===== config.mk =====
export PLATFORM = sky130hd
export DESIGN_NAME = ultrasonic_echo_ranging_controller
export DESIGN_NICKNAME = d
export VERILOG_FILES = /design/src/rtl/uerc_pkg.sv /design/src/rtl/uerc_seq.sv /design/src/rtl/ultrasonic_echo_ranging_controller.sv
export SDC_FILE = /design/constraint.sdc
export NUM_CORES = 1
export LEC_CHECK = 0
export ABC_CLOCK_PERIOD_IN_PS = 4800
export BUFFER_PORTS_ARGS = -buffer_cell sky130_fd_sc_hd__buf_4
export CAP_MARGIN = 15
export CORE_MARGIN = 3
export CORE_UTILIZATION = 45
export CTS_BUF_LIST = sky130_fd_sc_hd__clkbuf_16
export DETAILED_ROUTE_END_ITERATION = 6
export GPL_TIMING_DRIVEN = 0
export PLACE_DENSITY = 0.74
export SYNTH_ARGS = -nofsm -noshare
export SYNTH_HDL_FRONTEND = slang
export SYNTH_HIERARCHICAL = 1
export SYNTH_SLANG_ARGS = --single-unit

===== constraint.sdc =====
create_clock -name aclk -period 4.8 [get_ports aclk]
set_input_delay 0.24 -clock aclk [delete_from_list [all_inputs] [get_ports aclk]]
set_output_delay 0.24 -clock aclk [all_outputs]
set_load 0.05 [all_outputs]

===== src/rtl/uerc_pkg.sv =====
// Shared types, phase codes and constants for the ultrasonic echo ranging controller.
`timescale 1ns / 1ps

package uerc_pkg;

    localparam int unsigned PhaseW = 3;
    localparam int unsigned UsW    = 17;
    localparam int unsigned EchoW  = 16;
    localparam int unsigned DistW  = 19;
    localparam int unsigned ProdW  = 27;

    localparam logic [PhaseW-1:0] PH_IDLE   = 3'd0;
    localparam logic [PhaseW-1:0] PH_SETTLE = 3'd1;
    localparam logic [PhaseW-1:0] PH_TRIG   = 3'd2;
    localparam logic [PhaseW-1:0] PH_RISE   = 3'd3;
    localparam logic [PhaseW-1:0] PH_FALL   = 3'd4;

    localparam logic [1:0] ST_OK        = 2'd0;
    localparam logic [1:0] ST_RISE_TOUT = 2'd1;
    localparam logic [1:0] ST_FALL_TOUT = 2'd2;

    localparam logic [UsW-1:0] US_MAX   = 17'h1FFFF;
    localparam logic [10:0]    DIST_MUL = 11'd1124;

    // Register indexes on the configuration port.
    localparam logic [1:0] REG_CLKS_PER_US = 2'd0;
    localparam logic [1:0] REG_TIMEOUT_US  = 2'd1;
    localparam logic [1:0] REG_TRIG_US     = 2'd2;
    localparam logic [1:0] REG_SETTLE_US   = 2'd3;

    localparam logic [7:0]  CLKS_PER_US_RST = 8'd72;
    localparam logic [15:0] TIMEOUT_US_RST  = 16'd30000;
    localparam logic [7:0]  TRIG_US_RST     = 8'd10;
    localparam logic [7:0]  SETTLE_US_RST   = 8'd2;

    typedef struct packed {
        logic [7:0]  clks_per_us;
        logic [15:0] timeout_us;
        logic [7:0]  trig_us;
        logic [7:0]  settle_us;
    } uerc_cfg_t;

    typedef struct packed {
        logic [DistW-1:0] distance_q8;
        logic [EchoW-1:0] echo_time_us;
        logic [1:0]       status;
        logic             done_res;
        logic             busy_res;
        logic             trig_level;
    } uerc_result_t;

endpackage


===== src/rtl/uerc_seq.sv =====
// Trigger and echo timing sequencer: one tick per accepted transaction.
`timescale 1ns / 1ps

module uerc_seq
    import uerc_pkg::*;
(
    input  logic         aclk,
    input  logic         aresetn,
    input  logic         accept,
    input  logic         op,
    input  logic         echo_level,
    input  uerc_cfg_t    cfg,
    output uerc_result_t result
);

    logic [PhaseW-1:0] phase_reg, phase_next;
    logic [7:0]        pre_reg, pre_next;
    logic [UsW-1:0]    us_reg, us_next;
    logic [EchoW-1:0]  held_echo_reg, held_echo_next;
    logic [1:0]        held_status_reg, held_status_next;
    logic [DistW-1:0]  held_dist_reg, held_dist_next;
    logic              done;

    logic [7:0]       div;
    logic [7:0]       adv_pre_inc;
    logic             adv_wrap;
    logic [7:0]       adv_pre;
    logic [UsW-1:0]   adv_us;
    logic             timeout;
    logic [ProdW-1:0] dist_prod;

    assign div         = (cfg.clks_per_us == 8'd0) ? 8'd1 : cfg.clks_per_us;
    assign adv_pre_inc = pre_reg + 8'd1;
    assign adv_wrap    = (adv_pre_inc >= div);
    assign adv_pre     = adv_wrap ? 8'd0 : adv_pre_inc;
    assign adv_us      = (adv_wrap && us_reg != US_MAX) ? us_reg + 17'd1 : us_reg;

    // The prescaler always stays below the divisor during a wait, so comparing
    // whole microseconds and then the leftover cycles is the same as comparing
    // total cycles against timeout_us * clks_per_us.
    assign timeout = (us_reg > {1'b0, cfg.timeout_us}) ||
                     ((us_reg == {1'b0, cfg.timeout_us}) && (pre_reg != 8'd0));

    assign dist_prod = ProdW'(us_reg[EchoW-1:0]) * ProdW'(DIST_MUL);

    always_comb begin
        phase_next       = phase_reg;
        pre_next         = pre_reg;
        us_next          = us_reg;
        held_echo_next   = held_echo_reg;
        held_status_next = held_status_reg;
        held_dist_next   = held_dist_reg;
        done             = 1'b0;
        case (phase_reg)
            PH_IDLE: begin
                if (op) begin
                    phase_next = PH_SETTLE;
                    pre_next   = 8'd0;
                    us_next    = '0;
                end
            end
            PH_SETTLE: begin
                pre_next = adv_pre;
                us_next  = adv_us;
                if (adv_us >= {9'd0, cfg.settle_us}) begin
                    phase_next = PH_TRIG;
                    pre_next   = 8'd0;
                    us_next    = '0;
                end
            end
            PH_TRIG: begin
                pre_next = adv_pre;
                us_next  = adv_us;
                if (adv_us >= {9'd0, cfg.trig_us}) begin
                    phase_next = PH_RISE;
                    pre_next   = 8'd0;
                    us_next    = '0;
                end
            end
            PH_RISE: begin
                if (echo_level) begin
                    // The rising tick counts as the first high cycle.
                    phase_next = PH_FALL;
                    if (div == 8'd1) begin
                        pre_next = 8'd0;
                        us_next  = 17'd1;
                    end else begin
                        pre_next = 8'd1;
                        us_next  = '0;
                    end
                end else if (timeout) begin
                    held_status_next = ST_RISE_TOUT;
                    phase_next       = PH_IDLE;
                    done             = 1'b1;
                end else begin
                    pre_next = adv_pre;
                    us_next  = adv_us;
                end
            end
            PH_FALL: begin
                if (!echo_level) begin
                    held_echo_next   = us_reg[EchoW-1:0];
                    held_dist_next   = dist_prod[ProdW-1:8];
                    held_status_next = ST_OK;
                    phase_next       = PH_IDLE;
                    done             = 1'b1;
                end else if (timeout) begin
                    held_status_next = ST_FALL_TOUT;
                    phase_next       = PH_IDLE;
                    done             = 1'b1;
                end else begin
                    pre_next = adv_pre;
                    us_next  = adv_us;
                end
            end
            default: begin
                phase_next = PH_IDLE;
                pre_next   = 8'd0;
                us_next    = '0;
            end
        endcase
    end

    always_comb begin
        result.trig_level   = (phase_next == PH_TRIG);
        result.busy_res     = (phase_next != PH_IDLE);
        result.done_res     = done;
        result.status       = held_status_next;
        result.echo_time_us = held_echo_next;
        result.distance_q8  = held_dist_next;
    end

    always_ff @(posedge aclk) begin
        if (!aresetn) begin
            phase_reg       <= PH_IDLE;
            pre_reg         <= 8'd0;
            us_reg          <= '0;
            held_echo_reg   <= '0;
            held_status_reg <= ST_OK;
            held_dist_reg   <= '0;
        end else if (accept) begin
            phase_reg       <= phase_next;
            pre_reg         <= pre_next;
            us_reg          <= us_next;
            held_echo_reg   <= held_echo_next;
            held_status_reg <= held_status_next;
            held_dist_reg   <= held_dist_next;
        end
    end

    a_start: assert property (@(posedge aclk) disable iff (!aresetn)
        accept && phase_reg == PH_IDLE && op |=> phase_reg == PH_SETTLE && us_reg == '0)
        else $error("start request did not enter the settle phase");

    a_hold: assert property (@(posedge aclk) disable iff (!aresetn)
        !accept |=> $stable(phase_reg) && $stable(us_reg) && $stable(pre_reg))
        else $error("sequencer state moved without a transaction");

    a_fall_ok: assert property (@(posedge aclk) disable iff (!aresetn)
        accept && phase_reg == PH_FALL && !echo_level
        |=> phase_reg == PH_IDLE && held_status_reg == ST_OK &&
            held_echo_reg == $past(us_reg[EchoW-1:0]))
        else $error("echo fall did not capture the measurement");

    a_rise_tout: assert property (@(posedge aclk) disable iff (!aresetn)
        accept && phase_reg == PH_RISE && !echo_level && timeout
        |=> phase_reg == PH_IDLE && held_status_reg == ST_RISE_TOUT)
        else $error("rise timeout not reported");

    a_done_idle: assert property (@(posedge aclk) disable iff (!aresetn)
        accept && done |=> phase_reg == PH_IDLE)
        else $error("done without returning to idle");

endmodule


===== src/rtl/ultrasonic_echo_ranging_controller.sv =====
// Top level: stream channels, APB register file and result register.
`timescale 1ns / 1ps

// Channel   | Direction | Payload
// s_        | in        | tuser[0] op; tdata[0] echo_level
// m_        | out       | tdata: trig_level, busy_res, done_res, status, echo_time_us,
//           |           |        distance_q8 (lowest bit first)
// APB       | in/out    | clks_per_us @0x0, timeout_us @0x4, trig_us @0x8, settle_us @0xC
//
// One transaction is accepted every cycle unless the output stalls; its result appears
// in the output register on the next cycle. The sequencer next-state logic and the
// distance multiply are combinational between the input handshake and that register.
// A stalled output blocks input only while the output register is full and not taken.
// Reset clears all state but the output data, and the registers return to their defaults.

module ultrasonic_echo_ranging_controller
    import uerc_pkg::*;
(
    input  logic        aclk,
    input  logic        aresetn,
    input  logic        s_tvalid,
    output logic        s_tready,
    input  logic [7:0]  s_tdata,   // [0] echo_level, rest zero
    input  logic [0:0]  s_tuser,   // [0] op
    output logic        m_tvalid,
    input  logic        m_tready,
    output logic [39:0] m_tdata,   // [0] trig_level, [1] busy_res, [2] done_res,
                                   // [4:3] status, [20:5] echo_time_us, [39:21] distance_q8
    input  logic        psel,
    input  logic        penable,
    input  logic        pwrite,
    input  logic [3:0]  paddr,
    input  logic [31:0] pwdata,
    output logic [31:0] prdata,
    output logic        pready
);

    uerc_cfg_t    cfg_reg;
    uerc_result_t result;
    logic         m_tvalid_reg;
    logic [39:0]  m_tdata_reg;
    logic         accept;
    logic         cfg_wr;

    assign pready   = 1'b1;
    assign cfg_wr   = psel && penable && pwrite && pready;
    assign s_tready = !m_tvalid_reg || m_tready;
    assign accept   = s_tvalid && s_tready;
    assign m_tvalid = m_tvalid_reg;
    assign m_tdata  = m_tdata_reg;

    always_ff @(posedge aclk) begin
        if (!aresetn) begin
            cfg_reg.clks_per_us <= CLKS_PER_US_RST;
            cfg_reg.timeout_us  <= TIMEOUT_US_RST;
            cfg_reg.trig_us     <= TRIG_US_RST;
            cfg_reg.settle_us   <= SETTLE_US_RST;
        end else if (cfg_wr) begin
            case (paddr[3:2])
                REG_CLKS_PER_US: cfg_reg.clks_per_us <= pwdata[7:0];
                REG_TIMEOUT_US:  cfg_reg.timeout_us  <= pwdata[15:0];
                REG_TRIG_US:     cfg_reg.trig_us     <= pwdata[7:0];
                REG_SETTLE_US:   cfg_reg.settle_us   <= pwdata[7:0];
                default: ;
            endcase
        end
    end

    always_comb begin
        case (paddr[3:2])
            REG_CLKS_PER_US: prdata = {24'd0, cfg_reg.clks_per_us};
            REG_TIMEOUT_US:  prdata = {16'd0, cfg_reg.timeout_us};
            REG_TRIG_US:     prdata = {24'd0, cfg_reg.trig_us};
            REG_SETTLE_US:   prdata = {24'd0, cfg_reg.settle_us};
            default:         prdata = 32'd0;
        endcase
    end

    uerc_seq u_seq (
        .aclk       (aclk),
        .aresetn    (aresetn),
        .accept     (accept),
        .op         (s_tuser[0]),
        .echo_level (s_tdata[0]),
        .cfg        (cfg_reg),
        .result     (result)
    );

    always_ff @(posedge aclk) begin
        if (!aresetn) begin
            m_tvalid_reg <= 1'b0;
        end else if (accept) begin
            m_tvalid_reg <= 1'b1;
        end else if (m_tready) begin
            m_tvalid_reg <= 1'b0;
        end
    end

    always_ff @(posedge aclk) begin
        if (accept) begin
            m_tdata_reg <= result;
        end
    end

endmodule

# Word level (Yosys, flattened, before mapping)
# Cells that the tools add are included.
# totals
ff_bits,146
output_inout_bits,75
# op_classes
addsub,2
mul,1
magnitude_cmp,4
eq_ne,13
mux,42
n_reduce_logical,19
# op_table
operator,count
32-bit one-hot mux with 4 select lines,1
17-bit two-way mux,7
17-bit one-hot mux with 5 select lines,1
8-bit two-way mux,8
8-bit one-hot mux with 5 select lines,1
19-bit two-way mux,2
17-bit by 8-bit >= comparator with 1-bit output,2
16-bit two-way mux,2
"16-bit by 9-bit multiplier with 25-bit output, second input constant",1
3-bit two-way mux,6
"17-bit by 1-bit adder with 17-bit output, second input constant",1
17-bit by 16-bit == test with 1-bit output,1
17-bit by 16-bit > comparator with 1-bit output,1
"17-bit != test, second input constant",1
3-bit one-hot mux with 5 select lines,1
"3-bit by 2-bit == test with 1-bit output, second input constant",3
"8-bit by 1-bit adder with 8-bit output, second input constant",1
"8-bit by 1-bit == test with 1-bit output, second input constant",1
8-bit >= comparator,1
8-bit zero test,1
2-bit two-way mux,4
2-bit AND reduction,4
8-bit nonzero test,1
1-bit two-way mux,7
other kinds (15),22

# Logic depth before layout (Yosys ltp)
# logic_depth
depth_word,9
depth_mapped,21
ltp_nobuf,19

# Modules after synthesis
# The synthesis kept the hierarchy.
# modules_own_cells
mod,n_inst,cells_each,area_each_um2,seq_area_each_um2
uerc_seq,1,936,7024.2,1301.2
ultrasonic_echo_ranging_controller,1,243,3198.1,2021.9

# Least setup slack after synthesis
# OpenSTA, ideal clock, no wires.
# synth_path
kind,reg-to-reg
start,register u_seq.pre_reg[0]
end,register u_seq.us_reg[14]
setup_time_ns,0.069
t_arrival_ns,4.561
required_ns,4.731
path_slack_ns,0.170
path_stages_with_launch,22
cell_sequence,dfxtp_1 ha_1 and3_1 nand3_1 xnor2_1 ha_1 nand2_1 o21ai_0 a32o_2 buf_1 buf_1 nand3_1 xnor2_1 ha_1 nor2_1 nor3_1 a21oi_1 o21ai_0 a221o_1 o31a_1 or4_1 o21ai_1
# synth_via
elab_chain_len,7
# synth_lines
item,line,rtl
from (decl),uerc_seq.sv:17,"logic [7:0] pre_reg, pre_next;"
from (signal assigned),uerc_seq.sv:143,pre_reg <= pre_next;
8-bit by 1-bit adder with 8-bit output,uerc_seq.sv:33,assign adv_pre_inc = pre_reg + 8'd1;
8-bit >= comparator,uerc_seq.sv:34,assign adv_wrap = (adv_pre_inc >= div);
1-bit logical AND,uerc_seq.sv:36,assign adv_us = (adv_wrap && us_reg != US_MAX) ? us_reg + 17'd1 : us_reg;
17-bit two-way mux,uerc_seq.sv:36,
17-bit by 8-bit >= comparator with 1-bit output (tied with other cells),uerc_seq.sv:74,"if (adv_us >= {9'd0, cfg.trig_us}) begin"
17-bit two-way mux (on tied branches),n/a,
17-bit one-hot mux with 5 select lines *,uerc_seq.sv:54,case (phase_reg)
to (signal assigned),uerc_seq.sv:144,us_reg <= us_next;
to (decl),uerc_seq.sv:18,"logic [UsW-1:0] us_reg, us_next;"
# Every way passes the cells marked *; elsewhere a longest branch is shown, timed or not. The select of a mux whose other input is x is not followed.
# A chain may end at the register's enable or synchronous reset.

==> run metrics <==
asr flop ratio synth=0%; total wire length=approximately 29000 µm; pins over their slew limit=0; pwr dens=257 nW/µm²; CTS tree=yes; top-count cell post-synth=nand2_1; Die Wd=~160 µm; Most used DFF post-synth=dfxtp_1; Initial DRC Count=between 600 and 700; CP Class=reg -> reg; Fill cells=just under 2000; sequential area share after synthesis=32.5%; Max VDD drop=around 0.22 mV; max cap viols=0; Num Clock Sinks=approximately 150; GR Overflow Total=0; largest net degree at the start of global routing=a little over 40; Post-Syn Instances=1179; Worst-Skew Late Latency=roughly 0.45 ns; combinational share of power=between 10 and 15%; vias in the first global route=~8900; Pre-Repair DR Iteration Count=6; Die Ht=157 µm; CP Capture Type=register; global-route wire length before repair=45200 µm; Synth top cells by count=162 x nand2_1, 137 x inv_1, 110 x ha_1; met2 usage=between 30% and 40%; H-tree levels=4; worst setup margin=between 0.1 and 0.15 ns; Largest stage delay, worst path=slightly below 0.6 ns; Hold Slack=roughly 0.047 ns; DR vias=around 9200; Critical path buffers and inverters=0; fin crit share=97.4%; Root Buffer=clkbuf_16; GR peak layer=met2; main area contributors after synthesis=dfxtp_1 21%, ha_1 13%, edfxtp_1 12%; hold crit path type=in -> reg; # diodes=0; post-synthesis instance area=roughly 10000 µm²; pre-CTS WS=-0.868 ns; initial core utilization=about 46%; CTS Hold Bufs=0; M1 GR Usage=roughly 29%; Synth warnings=6; Buffers on Ports=84; syn_area_per_cell=8.67 µm²; Peak Freq=between 200 and 250 MHz; clk slew on worst S/H paths=~0.08 ns; worst slew pin tran=approximately 0.87 ns; CTS Buf Count=17; Residual DRC=0; #FFs+latches synth=146; Sw Ratio=29.0%; Internal Pwr Total=2.22 mW; Lkg Pwr=~5.6 nW; Post-DRT Antenna Nets=0; Final Wtd Congestion=roughly 0.97; wire per inst=around 18 µm; number of top-level pins=between 100 and 150; count of nets after finishing=around 1500; vias per cell=between 5 and 6; Clk pwr share=a little under half; sequential share of power=a little over two fifths; crit-path max FO=6; area leader, netlist=dfxtp_1; status=finished, final reports clean; Post-synth EDFFs=40; Area Growth Syn to Fin=18.9%; initial antenna violation count=1; Slew headroom=42.0%; Worst Skew=~0.015 ns; Core Region=22100 µm²; Worst R2R Setup Slack=around 0.12 ns; top cell type's share of synthesized area=roughly a fifth; detailed placement HPWL=between 20000 and 25000 µm; Total GRT Usage=23.2%; Rows=54; worst path arrival time=4.90 ns; P_sw=about 900 µW; slowest CP cell=or4_4; die area=about 25000 µm²; fin crit period=4.68 ns; layout cell share with drive strength beyond 1=between 10% and 20%; Clock Path Buffers=2; Crit path max-delay family=simple AND/OR/NAND/NOR gates; met3 Use GR=4.56%; Startpoint Class=register; final setup vio count=0; Synth cell types=81; endpoints failing hold=0; CP cell instances=ha_2 -> and3_1 -> nand3_1 -> xnor2_1 -> ha_1 -> nand4_1 -> nor2_2 -> a32o_2 -> nand4_1 -> xnor2_1 -> ha_1 -> nand2_1 -> nor3_1 -> nand2_1 -> o211ai_1 -> or4_4 -> o311a_1 -> o211ai_1; Worst Path Required=about 5 ns
-- power groups by stage --
| stage | clock network (mW) | registers [mW] | logic (mW) |
|---|---|---|---|
| after floorplan | 0 | 1.43 | 0.189 |
| after global placement | 0 | 1.36 | 0.370 |
| after detailed placement | 0 | 1.36 | 0.378 |
| after CTS | 1.43 | 1.33 | 0.380 |
| after global routing | 1.49 | 1.33 | 0.411 |
| final | 1.42 | 1.32 | 0.386 |
-- metrics by stage --
| stage | util, % | cell area, µm² | std cells | power [mW] | setup TNS (ns) |
|---|---|---|---|---|---|
| 2_1_floorplan | - | 10300 | 1194 | 1.62 | 0 |
| 3_3_place_gp | 51.0 | 11300 | 1558 | 1.73 | -15.76 |
| 3_5_place_dp | 51.1 | 11300 | 1559 | 1.73 | -15.88 |
| 4_1_cts | 54.1 | 12000 | 1593 | 3.14 | 0 |
| 5_1_grt | 55.0 | 12200 | 1596 | 3.23 | -0.126 |
| 6_report | 55.0 | 12200 | 1596 | 3.13 | 0 |
-- cells by family (layout without fill, tap and decap cells) --
| group | after synthesis | count (layout) | share of synthesized area (%) |
|---|---|---|---|
| other cells | 2 | 17 | 0.0735 |
| compound gates | 212 | 212 | 13.7 |
| buf+inv | 202 | 324 | 8.41 |
| flops | 146 | 146 | 32.5 |
| mux | 50 | 50 | 5.97 |
| xor+xnor | 34 | 34 | 2.91 |
| simple gates | 400 | 400 | 18.4 |
| fa+ha+maj | 133 | 133 | 18.0 |
-- worst paths after layout --
| kind | from | to | depth (start not counted) |
|---|---|---|---|
| max reg2reg | u_seq/pre_reg[0] | m_tdata[1] | 18 |
| min reg2reg | u_seq/held_dist_reg[15] | u_seq/held_dist_reg[15] | 2 |
| max | u_seq/pre_reg[0] | m_tdata[1] | 18 |
| min | pwdata[11] | cfg_reg[27] | 3 |
-- area by class of cell --
class | count | area [µm²] | share of cell area [%]
Multi-Input combinational cell | 846 | 6260 | 51.5
Sequential cell | 146 | 3360 | 27.7
Timing Repair Buffer | 92 | 703 | 5.79
Inverter | 137 | 514 | 4.23
Clock inverter | 15 | 188 | 1.54
Tap cell | 280 | 350 | 2.88
Buffer | 63 | 349 | 2.87
Clock buffer | 17 | 425 | 3.50
-- metal layers --
layer | routed length, µm | vias up
li1 | - | 4340
met1 | 11400 | 4360
met2 | 13800 | 426
met3 | 2460 | 90
met4 | 968 | 2
met5 | 9 | -
-- worst register-to-register path: cells and delay by family (launching register included) --
family | cells | cell delay, ns
xor gates and xnor gates | 2 | 0.51
and+or+nand+nor | 9 | 1.54
adders and majority gates | 3 | 0.88
AOI/OAI and AO/OA | 4 | 1.14
DFF | 1 | 0.39
-- repair_timing --
item                       in CTS  in global routing
pin swaps                       3                  9
buffers inserted                3                  4
setup endpoints to repair      24                 24
resized for setup              22                 41
cloned                          0                  0
-- placed cells by master, fill, tap and decap left out, drive strengths merged, types with 6 or more instances in the layout --
cell type,synthesis,layout
mux2i,37,37
edfxtp,40,40
nor2b,11,11
and2,17,17
fa,23,23
dfxtp,106,106
o21ai,52,52
and3,11,11
o211ai,19,19
a21o,14,14
buf,28,119
or2,7,7
ha,110,110
nor4,7,7
a311oi,8,8
xnor2,22,22
inv,137,147
nand2,163,163
conb,2,17
nor3,29,29
nor2,70,70
a31oi,12,12
nand2b,6,6
xor2,12,12
mux4,8,8
nand4,17,17
a21oi,44,44
nand3,42,42
clkbuf,37,53
Note: power is estimated with default switching activity, not from simulation.
